## config.mk

```make
export PLATFORM = sky130hd
export DESIGN_NAME = text_pen_layout_with_ellipsis
export DESIGN_NICKNAME = d
export VERILOG_FILES = /design/src/hdl/tpl_pkg.sv /design/src/hdl/text_pen_layout_with_ellipsis.sv /design/src/hdl/tpl_cfg.sv /design/src/hdl/tpl_front.sv /design/src/hdl/tpl_queue.sv /design/src/hdl/tpl_back.sv
export SDC_FILE = /design/constraint.sdc
export NUM_CORES = 2
export LEC_CHECK = 0
export BUFFER_PORTS_ARGS = -buffer_cell sky130_fd_sc_hd__buf_2
export CAP_MARGIN = 10
export CORE_MARGIN = 2
export CORE_UTILIZATION = 60
export CTS_CLUSTER_DIAMETER = 50
export DETAILED_ROUTE_END_ITERATION = 8
export HOLD_SLACK_MARGIN = 0.05
export PLACE_DENSITY_LB_ADDON = 0.3
export SLEW_MARGIN = 0
export SYNTH_ARGS = -nofsm -noshare
export SYNTH_HDL_FRONTEND = slang
export SYNTH_SLANG_ARGS = --single-unit
```

## constraint.sdc

```tcl
create_clock -name clk_i -period 8.3 [get_ports clk_i]
set_input_delay 2.49 -clock clk_i [delete_from_list [all_inputs] [get_ports clk_i]]
set_output_delay 2.49 -clock clk_i [all_outputs]
set_load 0.05 [all_outputs]
```

## src/hdl/tpl_pkg.sv

```systemverilog
// Shared types and constants for the text pen layout block.
package tpl_pkg;

  localparam int unsigned QDEPTH    = 4;
  localparam int unsigned QCNT_W    = $clog2(QDEPTH + 1);
  localparam int unsigned CODE_W    = 8;
  localparam int unsigned GW_W      = 6;
  localparam int unsigned CNT_W     = 9;
  localparam int unsigned GAP_RAW_W = 4;
  localparam int unsigned RAW_W     = 12;
  localparam int unsigned MW_W      = 12;
  localparam int unsigned BUD_W     = MW_W + 8;
  localparam int unsigned CFG_D_W   = 12;
  localparam int unsigned OUT_PEN_W = 24;
  localparam int unsigned OUT_ADV_W = 19;
  localparam int unsigned PIX_W     = 16;
  localparam int unsigned IN_DATA_W  = 16;
  localparam int unsigned OUT_DATA_W = 112;

  localparam int unsigned HALF_PX_Q8 = 128;
  localparam int unsigned UNIT_Q8    = 256;
  localparam int unsigned PIX_MAX    = 65535;

  localparam logic [CODE_W-1:0]    RST_FIRST_CODE = 8'd32;
  localparam logic [CNT_W-1:0]     RST_GLYPH_CNT  = 9'd95;
  localparam logic [GAP_RAW_W-1:0] RST_GAP        = 4'd1;
  localparam logic [RAW_W-1:0]     RST_SCALE      = 12'd256;

  typedef enum logic [2:0] {
    CFG_FIRST_CODE   = 3'd0,
    CFG_GLYPH_COUNT  = 3'd1,
    CFG_GLYPH_GAP    = 3'd2,
    CFG_SCALE_RAW    = 3'd3,
    CFG_DOWNSCALE_OK = 3'd4,
    CFG_MAX_WIDTH    = 3'd5
  } cfg_idx_e;

  typedef enum logic {
    OP_LOAD = 1'b0,
    OP_CHAR = 1'b1
  } op_e;

  typedef struct packed {
    op_e               op;
    logic              has;
    logic              last;
    logic [CODE_W-1:0] idx;
  } item_ctl_t;

endpackage

```

## src/hdl/text_pen_layout_with_ellipsis.sv

```systemverilog
// Top level of the proportional-font text pen layout with ellipsis truncation.
//
//   channel   direction  beat contents
//   s_axis    in         tuser op, tdata code/glyph_width, tlast end of string
//   m_axis    out        tdata per-glyph and summary fields, tlast summary valid
//   cfg       in         cfg_index_i register index, cfg_data_i value
//
// One beat per cycle sustained while m_axis is ready; an s_axis beat passes through
// table read, width multiply, queue, pen accumulate and summary to reach m_axis.
// The front end never stalls; s_axis_tready drops only when front stages plus
// queue hold QDEPTH beats. m_axis stalls back up through the queue.
// Reset clears string state and control; the width table is not cleared.
module text_pen_layout_with_ellipsis import tpl_pkg::*; #(
  parameter int unsigned TABLE_DEPTH  = 256,
  parameter int unsigned PEN_BITS     = 24,
  parameter int unsigned MIN_SCALE_Q8 = 32
) (
  input  logic                  clk_i,
  input  logic                  rst_ni,
  input  logic                  s_axis_tvalid,
  output logic                  s_axis_tready,
  input  logic [IN_DATA_W-1:0]  s_axis_tdata,   // code[7:0], glyph_width[13:8]
  input  logic                  s_axis_tuser,   // op
  input  logic                  s_axis_tlast,   // last
  output logic                  m_axis_tvalid,
  input  logic                  m_axis_tready,
  // glyph_number[7:0], has_glyph[8], pen_q8[32:9], advance_q8[51:33],
  // in_budget[52], total_width[68:53], whole_fits[69], marker_q8[93:70],
  // clipped_width[109:94]
  output logic [OUT_DATA_W-1:0] m_axis_tdata,
  output logic                  m_axis_tlast,   // is_final
  input  logic                  cfg_valid_i,
  output logic                  cfg_ready_o,
  input  logic [2:0]            cfg_index_i,
  input  logic [CFG_D_W-1:0]    cfg_data_i
);

  localparam int unsigned SCALE_W =
      ($clog2(MIN_SCALE_Q8) + 8 > RAW_W) ? $clog2(MIN_SCALE_Q8) + 8 : RAW_W;
  localparam int unsigned ADV_W = SCALE_W + 6;
  localparam int unsigned Q_W   = $bits(item_ctl_t) + ADV_W;

  logic [CODE_W-1:0]  first_code;
  logic [CNT_W-1:0]   glyph_count;
  logic [MW_W-1:0]    max_width;
  logic [SCALE_W-1:0] scale;
  logic [SCALE_W+3:0] gap_q8;
  logic [SCALE_W+1:0] scale4;
  logic [BUD_W-1:0]   budget;

  logic               accept;
  logic               push, pop, q_valid;
  item_ctl_t          f_ctl, q_ctl;
  logic [ADV_W-1:0]   f_adv, q_adv;
  logic [Q_W-1:0]     q_out;
  logic [QCNT_W-1:0]  q_cnt;
  logic [1:0]         inflight;

  logic [CODE_W-1:0]    glyph_number;
  logic                 has_glyph, in_budget, is_final, whole_fits;
  logic [OUT_PEN_W-1:0] pen_q8, marker_q8;
  logic [OUT_ADV_W-1:0] advance_q8;
  logic [PIX_W-1:0]     total_width, clipped_width;

  assign cfg_ready_o   = 1'b1;
  assign s_axis_tready = (QCNT_W'(inflight) + q_cnt) < QCNT_W'(QDEPTH);
  assign accept        = s_axis_tvalid && s_axis_tready;

  tpl_cfg #(
    .MIN_SCALE_Q8 (MIN_SCALE_Q8),
    .SCALE_W      (SCALE_W)
  ) u_cfg (
    .clk_i         (clk_i),
    .rst_ni        (rst_ni),
    .cfg_valid_i   (cfg_valid_i),
    .cfg_index_i   (cfg_index_i),
    .cfg_data_i    (cfg_data_i),
    .first_code_o  (first_code),
    .glyph_count_o (glyph_count),
    .max_width_o   (max_width),
    .scale_o       (scale),
    .gap_q8_o      (gap_q8),
    .scale4_o      (scale4),
    .budget_o      (budget)
  );

  tpl_front #(
    .TABLE_DEPTH (TABLE_DEPTH),
    .SCALE_W     (SCALE_W)
  ) u_front (
    .clk_i         (clk_i),
    .rst_ni        (rst_ni),
    .accept_i      (accept),
    .op_i          (op_e'(s_axis_tuser)),
    .code_i        (s_axis_tdata[7:0]),
    .glyph_width_i (s_axis_tdata[13:8]),
    .last_i        (s_axis_tlast),
    .first_code_i  (first_code),
    .glyph_count_i (glyph_count),
    .scale_i       (scale),
    .push_o        (push),
    .ctl_o         (f_ctl),
    .adv_o         (f_adv),
    .inflight_o    (inflight)
  );

  tpl_queue #(
    .W (Q_W)
  ) u_queue (
    .clk_i   (clk_i),
    .rst_ni  (rst_ni),
    .push_i  (push),
    .data_i  ({f_ctl, f_adv}),
    .pop_i   (pop),
    .valid_o (q_valid),
    .data_o  (q_out),
    .count_o (q_cnt)
  );

  assign q_ctl = item_ctl_t'(q_out[Q_W-1:ADV_W]);
  assign q_adv = q_out[ADV_W-1:0];

  tpl_back #(
    .PEN_BITS (PEN_BITS),
    .SCALE_W  (SCALE_W)
  ) u_back (
    .clk_i           (clk_i),
    .rst_ni          (rst_ni),
    .gap_q8_i        (gap_q8),
    .scale4_i        (scale4),
    .budget_i        (budget),
    .max_width_i     (max_width),
    .q_valid_i       (q_valid),
    .q_ctl_i         (q_ctl),
    .q_adv_i         (q_adv),
    .q_pop_o         (pop),
    .m_ready_i       (m_axis_tready),
    .m_valid_o       (m_axis_tvalid),
    .glyph_number_o  (glyph_number),
    .has_glyph_o     (has_glyph),
    .pen_q8_o        (pen_q8),
    .advance_q8_o    (advance_q8),
    .in_budget_o     (in_budget),
    .is_final_o      (is_final),
    .total_width_o   (total_width),
    .whole_fits_o    (whole_fits),
    .marker_q8_o     (marker_q8),
    .clipped_width_o (clipped_width)
  );

  assign m_axis_tdata = {2'b00, clipped_width, marker_q8, whole_fits, total_width,
                         in_budget, advance_q8, pen_q8, has_glyph, glyph_number};
  assign m_axis_tlast = is_final;

endmodule

```

## src/hdl/tpl_cfg.sv

```systemverilog
// Configuration registers and derived scale, gap and budget values.
module tpl_cfg import tpl_pkg::*; #(
  parameter int unsigned MIN_SCALE_Q8 = 32,
  parameter int unsigned SCALE_W      = 13
) (
  input  logic                   clk_i,
  input  logic                   rst_ni,
  input  logic                   cfg_valid_i,
  input  logic [2:0]             cfg_index_i,
  input  logic [CFG_D_W-1:0]     cfg_data_i,
  output logic [CODE_W-1:0]      first_code_o,
  output logic [CNT_W-1:0]       glyph_count_o,
  output logic [MW_W-1:0]        max_width_o,
  output logic [SCALE_W-1:0]     scale_o,
  output logic [SCALE_W+3:0]     gap_q8_o,
  output logic [SCALE_W+1:0]     scale4_o,
  output logic [BUD_W-1:0]       budget_o
);

  localparam int unsigned GAP_W = SCALE_W + 4;
  localparam int unsigned S4_W  = SCALE_W + 2;
  localparam logic [SCALE_W-1:0] RST_SC = SCALE_W'(UNIT_Q8);

  logic [CODE_W-1:0]    first_code_q;
  logic [CNT_W-1:0]     glyph_count_q;
  logic [GAP_RAW_W-1:0] gap_q;
  logic [RAW_W-1:0]     scale_raw_q;
  logic                 downscale_q;
  logic [MW_W-1:0]      max_width_q;

  logic [SCALE_W-1:0] scale_d, scale_q;
  logic [GAP_W-1:0]   gap_q8_d, gap_q8_q;
  logic [S4_W-1:0]    scale4_d, scale4_q;
  logic [BUD_W-1:0]   budget_d, budget_q;
  logic [BUD_W-1:0]   mw_q8;
  logic [RAW_W-1:0]   minimum;

  always_ff @(posedge clk_i or negedge rst_ni) begin
    if (!rst_ni) begin
      first_code_q  <= RST_FIRST_CODE;
      glyph_count_q <= RST_GLYPH_CNT;
      gap_q         <= RST_GAP;
      scale_raw_q   <= RST_SCALE;
      downscale_q   <= 1'b0;
      max_width_q   <= '0;
    end else if (cfg_valid_i) begin
      unique case (cfg_idx_e'(cfg_index_i))
        CFG_FIRST_CODE:   first_code_q  <= cfg_data_i[CODE_W-1:0];
        CFG_GLYPH_COUNT:  glyph_count_q <= cfg_data_i[CNT_W-1:0];
        CFG_GLYPH_GAP:    gap_q         <= cfg_data_i[GAP_RAW_W-1:0];
        CFG_SCALE_RAW:    scale_raw_q   <= cfg_data_i[RAW_W-1:0];
        CFG_DOWNSCALE_OK: downscale_q   <= cfg_data_i[0];
        CFG_MAX_WIDTH:    max_width_q   <= cfg_data_i[MW_W-1:0];
        default: ;
      endcase
    end
  end

  always_comb begin
    minimum = downscale_q ? RAW_W'(MIN_SCALE_Q8) : RAW_W'(UNIT_Q8);
    priority if (scale_raw_q != '0 && scale_raw_q < RAW_W'(MIN_SCALE_Q8)) begin
      scale_d = SCALE_W'(scale_raw_q) << 8;
    end else if (scale_raw_q < minimum) begin
      scale_d = SCALE_W'(minimum);
    end else begin
      scale_d = SCALE_W'(scale_raw_q);
    end
    gap_q8_d = GAP_W'(gap_q) * GAP_W'(scale_q);
    scale4_d = {scale_q, 2'b00};
    mw_q8    = {max_width_q, 8'h00};
    budget_d = (mw_q8 > BUD_W'(scale4_q)) ? mw_q8 - BUD_W'(scale4_q) : '0;
  end

  always_ff @(posedge clk_i or negedge rst_ni) begin
    if (!rst_ni) begin
      scale_q  <= RST_SC;
      gap_q8_q <= GAP_W'(RST_SC);
      scale4_q <= {RST_SC, 2'b00};
      budget_q <= '0;
    end else begin
      scale_q  <= scale_d;
      gap_q8_q <= gap_q8_d;
      scale4_q <= scale4_d;
      budget_q <= budget_d;
    end
  end

  assign first_code_o  = first_code_q;
  assign glyph_count_o = glyph_count_q;
  assign max_width_o   = max_width_q;
  assign scale_o       = scale_q;
  assign gap_q8_o      = gap_q8_q;
  assign scale4_o      = scale4_q;
  assign budget_o      = budget_q;

endmodule

```

## src/hdl/tpl_front.sv

```systemverilog
// Front end: classifies bytes, owns the width table, scales the glyph width.
module tpl_front import tpl_pkg::*; #(
  parameter int unsigned TABLE_DEPTH = 256,
  parameter int unsigned SCALE_W     = 13
) (
  input  logic                  clk_i,
  input  logic                  rst_ni,
  input  logic                  accept_i,
  input  op_e                   op_i,
  input  logic [CODE_W-1:0]     code_i,
  input  logic [GW_W-1:0]       glyph_width_i,
  input  logic                  last_i,
  input  logic [CODE_W-1:0]     first_code_i,
  input  logic [CNT_W-1:0]      glyph_count_i,
  input  logic [SCALE_W-1:0]    scale_i,
  output logic                  push_o,
  output item_ctl_t             ctl_o,
  output logic [SCALE_W+5:0]    adv_o,
  output logic [1:0]            inflight_o
);

  localparam int unsigned AW    = (TABLE_DEPTH > 1) ? $clog2(TABLE_DEPTH) : 1;
  localparam int unsigned ADV_W = SCALE_W + 6;

  logic [GW_W-1:0] mem [TABLE_DEPTH];

  logic [CODE_W-1:0] idx;
  logic              has;
  item_ctl_t         ctl_d;
  logic              wr_en;
  logic              oob;

  logic              v1_q, v2_q;
  item_ctl_t         ctl1_q, ctl2_q;
  logic              oob1_q;
  logic [GW_W-1:0]   rd1_q;
  logic [GW_W-1:0]   w1;
  logic [ADV_W-1:0]  adv2_q;

  always_comb begin
    idx   = code_i - first_code_i;
    has   = (op_i == OP_CHAR) && (code_i >= first_code_i) &&
            ({1'b0, idx} < glyph_count_i);
    ctl_d = '{op: op_i, has: has, last: last_i, idx: has ? idx : '0};
    wr_en = accept_i && (op_i == OP_LOAD) && ({1'b0, code_i} < CNT_W'(TABLE_DEPTH));
    oob   = {1'b0, idx} >= CNT_W'(TABLE_DEPTH);
    w1    = oob1_q ? '0 : rd1_q;
  end

  always_ff @(posedge clk_i) begin
    if (wr_en) begin
      mem[code_i[AW-1:0]] <= glyph_width_i;
    end
    rd1_q <= mem[idx[AW-1:0]];
  end

  always_ff @(posedge clk_i or negedge rst_ni) begin
    if (!rst_ni) begin
      v1_q <= 1'b0;
      v2_q <= 1'b0;
    end else begin
      v1_q <= accept_i;
      v2_q <= v1_q;
    end
  end

  always_ff @(posedge clk_i) begin
    ctl1_q <= ctl_d;
    oob1_q <= oob;
    ctl2_q <= ctl1_q;
    adv2_q <= ctl1_q.has ? ADV_W'(w1) * ADV_W'(scale_i) : '0;
  end

  assign push_o     = v2_q;
  assign ctl_o      = ctl2_q;
  assign adv_o      = adv2_q;
  assign inflight_o = 2'(v1_q) + 2'(v2_q);

endmodule

```

## src/hdl/tpl_queue.sv

```systemverilog
// Short queue between front and back end.
module tpl_queue import tpl_pkg::*; #(
  parameter int unsigned W = 32
) (
  input  logic              clk_i,
  input  logic              rst_ni,
  input  logic              push_i,
  input  logic [W-1:0]      data_i,
  input  logic              pop_i,
  output logic              valid_o,
  output logic [W-1:0]      data_o,
  output logic [QCNT_W-1:0] count_o
);

  localparam int unsigned PW = $clog2(QDEPTH);

  logic [W-1:0]      slots [QDEPTH];
  logic [PW-1:0]     wr_q, rd_q;
  logic [QCNT_W-1:0] cnt_q;

  always_ff @(posedge clk_i) begin
    if (push_i) begin
      slots[wr_q] <= data_i;
    end
  end

  always_ff @(posedge clk_i or negedge rst_ni) begin
    if (!rst_ni) begin
      wr_q  <= '0;
      rd_q  <= '0;
      cnt_q <= '0;
    end else begin
      if (push_i) wr_q <= wr_q + PW'(1);
      if (pop_i)  rd_q <= rd_q + PW'(1);
      cnt_q <= cnt_q + QCNT_W'(push_i) - QCNT_W'(pop_i);
    end
  end

  assign valid_o = (cnt_q != '0);
  assign data_o  = slots[rd_q];
  assign count_o = cnt_q;

endmodule

```

## src/hdl/tpl_back.sv

```systemverilog
// Back end: pen accumulation, truncation budget, string summary, output register.
module tpl_back import tpl_pkg::*; #(
  parameter int unsigned PEN_BITS = 24,
  parameter int unsigned SCALE_W  = 13
) (
  input  logic                    clk_i,
  input  logic                    rst_ni,
  input  logic [SCALE_W+3:0]      gap_q8_i,
  input  logic [SCALE_W+1:0]      scale4_i,
  input  logic [BUD_W-1:0]        budget_i,
  input  logic [MW_W-1:0]         max_width_i,
  input  logic                    q_valid_i,
  input  item_ctl_t               q_ctl_i,
  input  logic [SCALE_W+5:0]      q_adv_i,
  output logic                    q_pop_o,
  input  logic                    m_ready_i,
  output logic                    m_valid_o,
  output logic [CODE_W-1:0]       glyph_number_o,
  output logic                    has_glyph_o,
  output logic [OUT_PEN_W-1:0]    pen_q8_o,
  output logic [OUT_ADV_W-1:0]    advance_q8_o,
  output logic                    in_budget_o,
  output logic                    is_final_o,
  output logic [PIX_W-1:0]        total_width_o,
  output logic                    whole_fits_o,
  output logic [OUT_PEN_W-1:0]    marker_q8_o,
  output logic [PIX_W-1:0]        clipped_width_o
);

  localparam int unsigned ADV_W = SCALE_W + 6;
  localparam int unsigned GAP_W = SCALE_W + 4;
  localparam int unsigned GA_W  = ADV_W + 1;
  localparam int unsigned SUM_W = ((PEN_BITS > ADV_W) ? PEN_BITS : ADV_W) + 2;
  localparam logic [SUM_W-1:0] PEN_MAX = SUM_W'({PEN_BITS{1'b1}});

  function automatic logic [PEN_BITS-1:0] sat_pen(input logic [SUM_W-1:0] v);
    return (v > PEN_MAX) ? {PEN_BITS{1'b1}} : v[PEN_BITS-1:0];
  endfunction

  function automatic logic [PIX_W-1:0] sat_pix(input logic [SUM_W-1:0] v);
    return (v > SUM_W'(PIX_MAX)) ? PIX_W'(PIX_MAX) : v[PIX_W-1:0];
  endfunction

  // string state
  logic [PEN_BITS-1:0] pen_q, pen_d, fit_q, fit_d;
  logic                first_q, first_d, trunc_q, trunc_d;

  logic                en_a, en_b;
  logic                is_char, fits;
  logic [GAP_W-1:0]    gap;
  logic [GA_W-1:0]     ga;
  logic [SUM_W-1:0]    fit_sum, pen_g, pen_ga;
  logic [PEN_BITS-1:0] pen_out, pen_upd, fit_upd;
  logic                trunc_upd, first_upd;
  logic [31:0]         adv_ext;

  // stage A
  logic                a_valid_q;
  logic [CODE_W-1:0]   a_glyph_q;
  logic                a_has_q, a_in_q, a_final_q;
  logic [PEN_BITS-1:0] a_pen_q, a_pen_end_q, a_fit_end_q;
  logic [OUT_ADV_W-1:0] a_adv_q;

  // stage B (output register)
  logic                b_valid_q;
  logic [CODE_W-1:0]   b_glyph_q;
  logic                b_has_q, b_in_q, b_final_q, b_whole_q;
  logic [OUT_PEN_W-1:0] b_pen_q, b_marker_q;
  logic [OUT_ADV_W-1:0] b_adv_q;
  logic [PIX_W-1:0]    b_total_q, b_clip_q;

  logic [SUM_W-1:0]    tot_sh, clip_sh;
  logic [PIX_W-1:0]    total, clip_px, clipped;
  logic                whole;
  logic [31:0]         a_pen_ext, a_fit_ext;

  assign en_b    = !b_valid_q || m_ready_i;
  assign en_a    = !a_valid_q || en_b;
  assign q_pop_o = q_valid_i && en_a;

  always_comb begin
    is_char = (q_ctl_i.op == OP_CHAR);
    gap     = first_q ? '0 : gap_q8_i;
    ga      = GA_W'(gap) + GA_W'(q_adv_i);
    fit_sum = SUM_W'(fit_q) + SUM_W'(ga);
    pen_g   = SUM_W'(pen_q) + SUM_W'(gap);
    pen_ga  = SUM_W'(pen_q) + SUM_W'(ga);
    fits    = q_ctl_i.has && !trunc_q && (max_width_i != '0) &&
              (fit_sum <= SUM_W'(budget_i));
    adv_ext = 32'(q_adv_i);

    pen_out   = q_ctl_i.has ? sat_pen(pen_g) : pen_q;
    pen_upd   = pen_q;
    fit_upd   = fit_q;
    trunc_upd = trunc_q;
    first_upd = first_q;
    if (is_char && q_ctl_i.has) begin
      pen_upd   = sat_pen(pen_ga);
      fit_upd   = fits ? sat_pen(fit_sum) : fit_q;
      trunc_upd = trunc_q || !fits;
      first_upd = 1'b0;
    end

    pen_d   = pen_q;
    fit_d   = fit_q;
    trunc_d = trunc_q;
    first_d = first_q;
    if (q_pop_o) begin
      if (is_char && q_ctl_i.last) begin
        pen_d   = '0;
        fit_d   = '0;
        trunc_d = 1'b0;
        first_d = 1'b1;
      end else begin
        pen_d   = pen_upd;
        fit_d   = fit_upd;
        trunc_d = trunc_upd;
        first_d = first_upd;
      end
    end
  end

  always_ff @(posedge clk_i or negedge rst_ni) begin
    if (!rst_ni) begin
      pen_q     <= '0;
      fit_q     <= '0;
      trunc_q   <= 1'b0;
      first_q   <= 1'b1;
      a_valid_q <= 1'b0;
      b_valid_q <= 1'b0;
    end else begin
      pen_q   <= pen_d;
      fit_q   <= fit_d;
      trunc_q <= trunc_d;
      first_q <= first_d;
      if (en_a) a_valid_q <= q_pop_o;
      if (en_b) b_valid_q <= a_valid_q;
    end
  end

  always_ff @(posedge clk_i) begin
    if (en_a) begin
      a_glyph_q   <= q_ctl_i.idx;
      a_has_q     <= q_ctl_i.has;
      a_pen_q     <= is_char ? pen_out : '0;
      a_adv_q     <= q_ctl_i.has ? adv_ext[OUT_ADV_W-1:0] : '0;
      a_in_q      <= fits;
      a_final_q   <= is_char && q_ctl_i.last;
      a_pen_end_q <= pen_upd;
      a_fit_end_q <= fit_upd;
    end
  end

  always_comb begin
    a_pen_ext = 32'(a_pen_q);
    a_fit_ext = 32'(a_fit_end_q);
    tot_sh    = (SUM_W'(a_pen_end_q) + SUM_W'(HALF_PX_Q8)) >> 8;
    clip_sh   = (SUM_W'(a_fit_end_q) + SUM_W'(scale4_i) + SUM_W'(HALF_PX_Q8)) >> 8;
    total     = sat_pix(tot_sh);
    clip_px   = sat_pix(clip_sh);
    whole     = (max_width_i != '0) && (total <= PIX_W'(max_width_i));
    priority if (max_width_i == '0) clipped = '0;
    else if (whole)                 clipped = total;
    else                            clipped = clip_px;
  end

  always_ff @(posedge clk_i) begin
    if (en_b) begin
      b_glyph_q  <= a_glyph_q;
      b_has_q    <= a_has_q;
      b_pen_q    <= a_pen_ext[OUT_PEN_W-1:0];
      b_adv_q    <= a_adv_q;
      b_in_q     <= a_in_q;
      b_final_q  <= a_final_q;
      b_total_q  <= a_final_q ? total : '0;
      b_whole_q  <= a_final_q && whole;
      b_marker_q <= a_final_q ? a_fit_ext[OUT_PEN_W-1:0] : '0;
      b_clip_q   <= a_final_q ? clipped : '0;
    end
  end

  assign m_valid_o       = b_valid_q;
  assign glyph_number_o  = b_glyph_q;
  assign has_glyph_o     = b_has_q;
  assign pen_q8_o        = b_pen_q;
  assign advance_q8_o    = b_adv_q;
  assign in_budget_o     = b_in_q;
  assign is_final_o      = b_final_q;
  assign total_width_o   = b_total_q;
  assign whole_fits_o    = b_whole_q;
  assign marker_q8_o     = b_marker_q;
  assign clipped_width_o = b_clip_q;

endmodule

```

==> impl_metrics.tcl <==
set metrics [dict create \
    max_stage_delay_ps 590 \
    cp_common_cell "ha_1" \
    design_area_um2 99300 \
    yosys.area_share.xor_xnor 0.0139 \
    path_clk_slew_ps 60 \
    drt-vias-per-instance 6.46 \
    pin_count 154 \
    worstSetupStartpointType "register" \
    nFillCells 9494 \
    final_core_util 0.673 \
    multi_input_area_um2 26600 \
    syn_inst 5215 \
    cap_viol_max_count 0 \
    drive_gt1_frac 0.210 \
    ys_seq_area_frac 0.684 \
    wl_mm 211 \
    ctsResizeCount 0 \
    synthSimpleGateAreaFrac 0.0637 \
    period_needed_ps 7650 \
    synth_area_um2 89200 \
    cp.required_ps 8870 \
    regArea_um2 61100 \
    synth_top_family_by_area "multiplexers" \
    timing.rr.end "u_back.a_fit_end_q[20]$_DFFE_PN_" \
    synth_top_area_frac 0.627 \
    hold_violations 0 \
    clkSinkCount 2077 \
    tns_ps 0 \
    cts_made_buffers 205 \
    clk_latency_ps 850 \
    syn2layout_area_growth_pct 11.3 \
    core_area_um2 148000 \
    die_area_um2 152000 \
    cts_setup_buffers 0 \
    antenna_found_initial 15 \
    rr_worst_depth 28 \
    finalSetupViolCount 0 \
    worstHoldPathType "register to register" \
    worst_pin_slew_ps 1240 \
    powerDensity_nw_per_um2 377 \
    grt_first_pass_wirelength_mm 315 \
    cp_num_buf_inv 1 \
    cts_root_buffer "clkbuf_16" \
    status "finished clean" \
    grt_pass1_vias 48939 \
    holdPathStages 0 \
    initial_core_util 0.604 \
    crit_arrival_ps 8220 \
    clock_skew_ps 47.0 \
    yosysWarningCount 0 \
    cp_top_family "compound AO/OA/AOI/OAI gates" \
    worst_r2r_startpoint "u_queue.rd_q[0]$_DFFE_PN0P_" \
    row_count 141 \
    dominantRegCellSynth "edfxtp_1" \
    synth-edff-count 1862 \
    cpMaxStageDelayCell "mux4_2" \
    final-max-slew-violation-count 0 \
    crit_path_end_kind "register" \
    path_max_fanout 22 \
    syn_area_per_cell_um2 17.1 \
    grt_overflow 0 \
    synth-adder-area-share 0.0441 \
    synth_seq_cells 2077 \
    synth_cell_type_count 96 \
    whs_endpoint "u_front.ctl_o[5]$_DFF_P_" \
    vias 48634 \
    io_buffers 148 \
    tritoncts "built" \
    p_leak_nw 34.5 \
    crit_type "register to register" \
    wl_per_cell_um 28.1 \
    synthTopCellsByArea "edfxtp_1, mux4_2, dfrtp_1" \
    holdBufCountCts 0 \
    hold_path_startpoint "u_front.ctl1_q[5]$_SDFF_PN0_" \
    fmax_ghz 0.131 \
    maxSlewHeadroom 0.174 \
    synth_mux_area_frac 0.136 \
    rrSetupSlack_ps 650 \
    synth_commonest_cells "edfxtp_1, mux4_2, nor2_1" \
    synth_compound_area_frac 0.0390 \
    die_w_um 390 \
    ant_nets 0 \
    nets 5717 \
    post-route-period-util 0.921 \
    dp_hpwl_mm 133 \
    drt-initial-drc-count 4904 \
    synth_most_common_cell "edfxtp_1" \
    cts_htree_levels 4 \
    placed_cell_area_um2 92500 \
    place.gp.congestion 0.911 \
    yosys.area.top_type "edfxtp_1" \
    track_usage 0.282 \
    drc 0 \
    grt_max_degree 225 \
    async_flop_share 0.0809 \
    die_y_um 390 \
    vdd_ir_drop_max_uv 308 \
    clock_path_buffers 3 \
    rsz0062_at_grt "no" \
    dr.pass1.iters 6 \
]
-- worst max-delay path by stage --
| stage | startpoint | endpoint | slack (ps) | cells after the start |
|---|---|---|---|---|
| 2_1_floorplan | u_queue.rd_q[0]$_DFFE_PN0P_ | u_back.a_fit_end_q[18]$_DFFE_PN_ | 980 | 30 |
| 4_1_cts | u_queue.rd_q[0]$_DFFE_PN0P_ | u_back.a_fit_end_q[20]$_DFFE_PN_ | 710 | 27 |
| 6_report | u_queue.rd_q[0]$_DFFE_PN0P_ | u_back.a_fit_end_q[20]$_DFFE_PN_ | 650 | 28 |
| 3_5_place_dp | u_queue.rd_q[0]$_DFFE_PN0P_ | u_back.a_fit_end_q[20]$_DFFE_PN_ | 750 | 26 |
| 3_3_place_gp | u_queue.rd_q[0]$_DFFE_PN0P_ | u_back.a_fit_end_q[20]$_DFFE_PN_ | 760 | 28 |
| 5_1_grt | u_queue.rd_q[0]$_DFFE_PN0P_ | u_back.a_fit_end_q[20]$_DFFE_PN_ | 120 | 27 |
-- registers in the layout (all words and copies together), names as in the netlist, 19 cells and up --
name / count
u_front.mem: 1536
u_queue.slots: 120
u_back.a_fit_end_q: 24
u_back.a_pen_q: 24
u_back.fit_q: 24
u_back.marker_q8_o: 24
u_back.pen_q8_o: 24
u_back.pen_q: 24
u_back.a_adv_q: 19
u_back.advance_q8_o: 19
u_front.adv_o: 19
-- logic make-up after synthesis --
family / after synthesis
DFF: 2077
and+or+nand+nor: 1207
muxes: 572
AOI/OAI and AO/OA: 508
buffers and inverters: 436
adders and majority gates: 271
xor gates and xnor gates: 142
other: 2
-- metrics by stage --
step / hold WS [ps] / setup slack [ps] / cells / power [mW]
global route: 333 / 124 / 7518 / 39.4
CTS: 318 / 711 / 7516 / 37.5
global placement: 312 / 758 / 7130 / 27.9
finish: 328 / 654 / 7524 / 37.4
floorplan: 310 / 984 / 5216 / 23.9
detailed placement: 313 / 750 / 7130 / 28.2
-- final cells by class --
cell class	count	share of cell area
flip-flops and latches	2077	0.615
multi-input cells	2703	0.268
clock buffers	257	0.0556
well taps	1930	0.0243
repair buffers	239	0.0167
clock inverters	129	0.0131
inverters	182	0.00690
diodes	7	0.000176
-- power breakdown --
group | switching, mW | internal, mW
Combinational | 8.93 | 6.01
Sequential | 0.707 | 12.5
Clock | 4.02 | 5.27
-- cells in the final DEF, fill, tap and decap left out, drive strengths merged, types with 47 or more instances in the layout --
cell type  instances
edfxtp          1862
mux4             507
nor2             428
nand2            296
clkbuf           263
buf              233
inv              201
ha               198
dfrtp            155
and2             125
a21oi            122
o21ai             96
nand3             90
clkinv            87
xnor2             86
fa                73
xor2              56
nor3              49
dfxtp             47
-- layer usage --
metal  part of all wire  GRT usage  up-vias
li1                   -          -    20744
met1               0.38      0.372    25010
met2               0.50      0.468     2395
met3              0.081     0.0552      473
met4              0.040      0.108       12
met5            0.00033          0        -
Note: power is estimated with default switching activity, not from simulation.
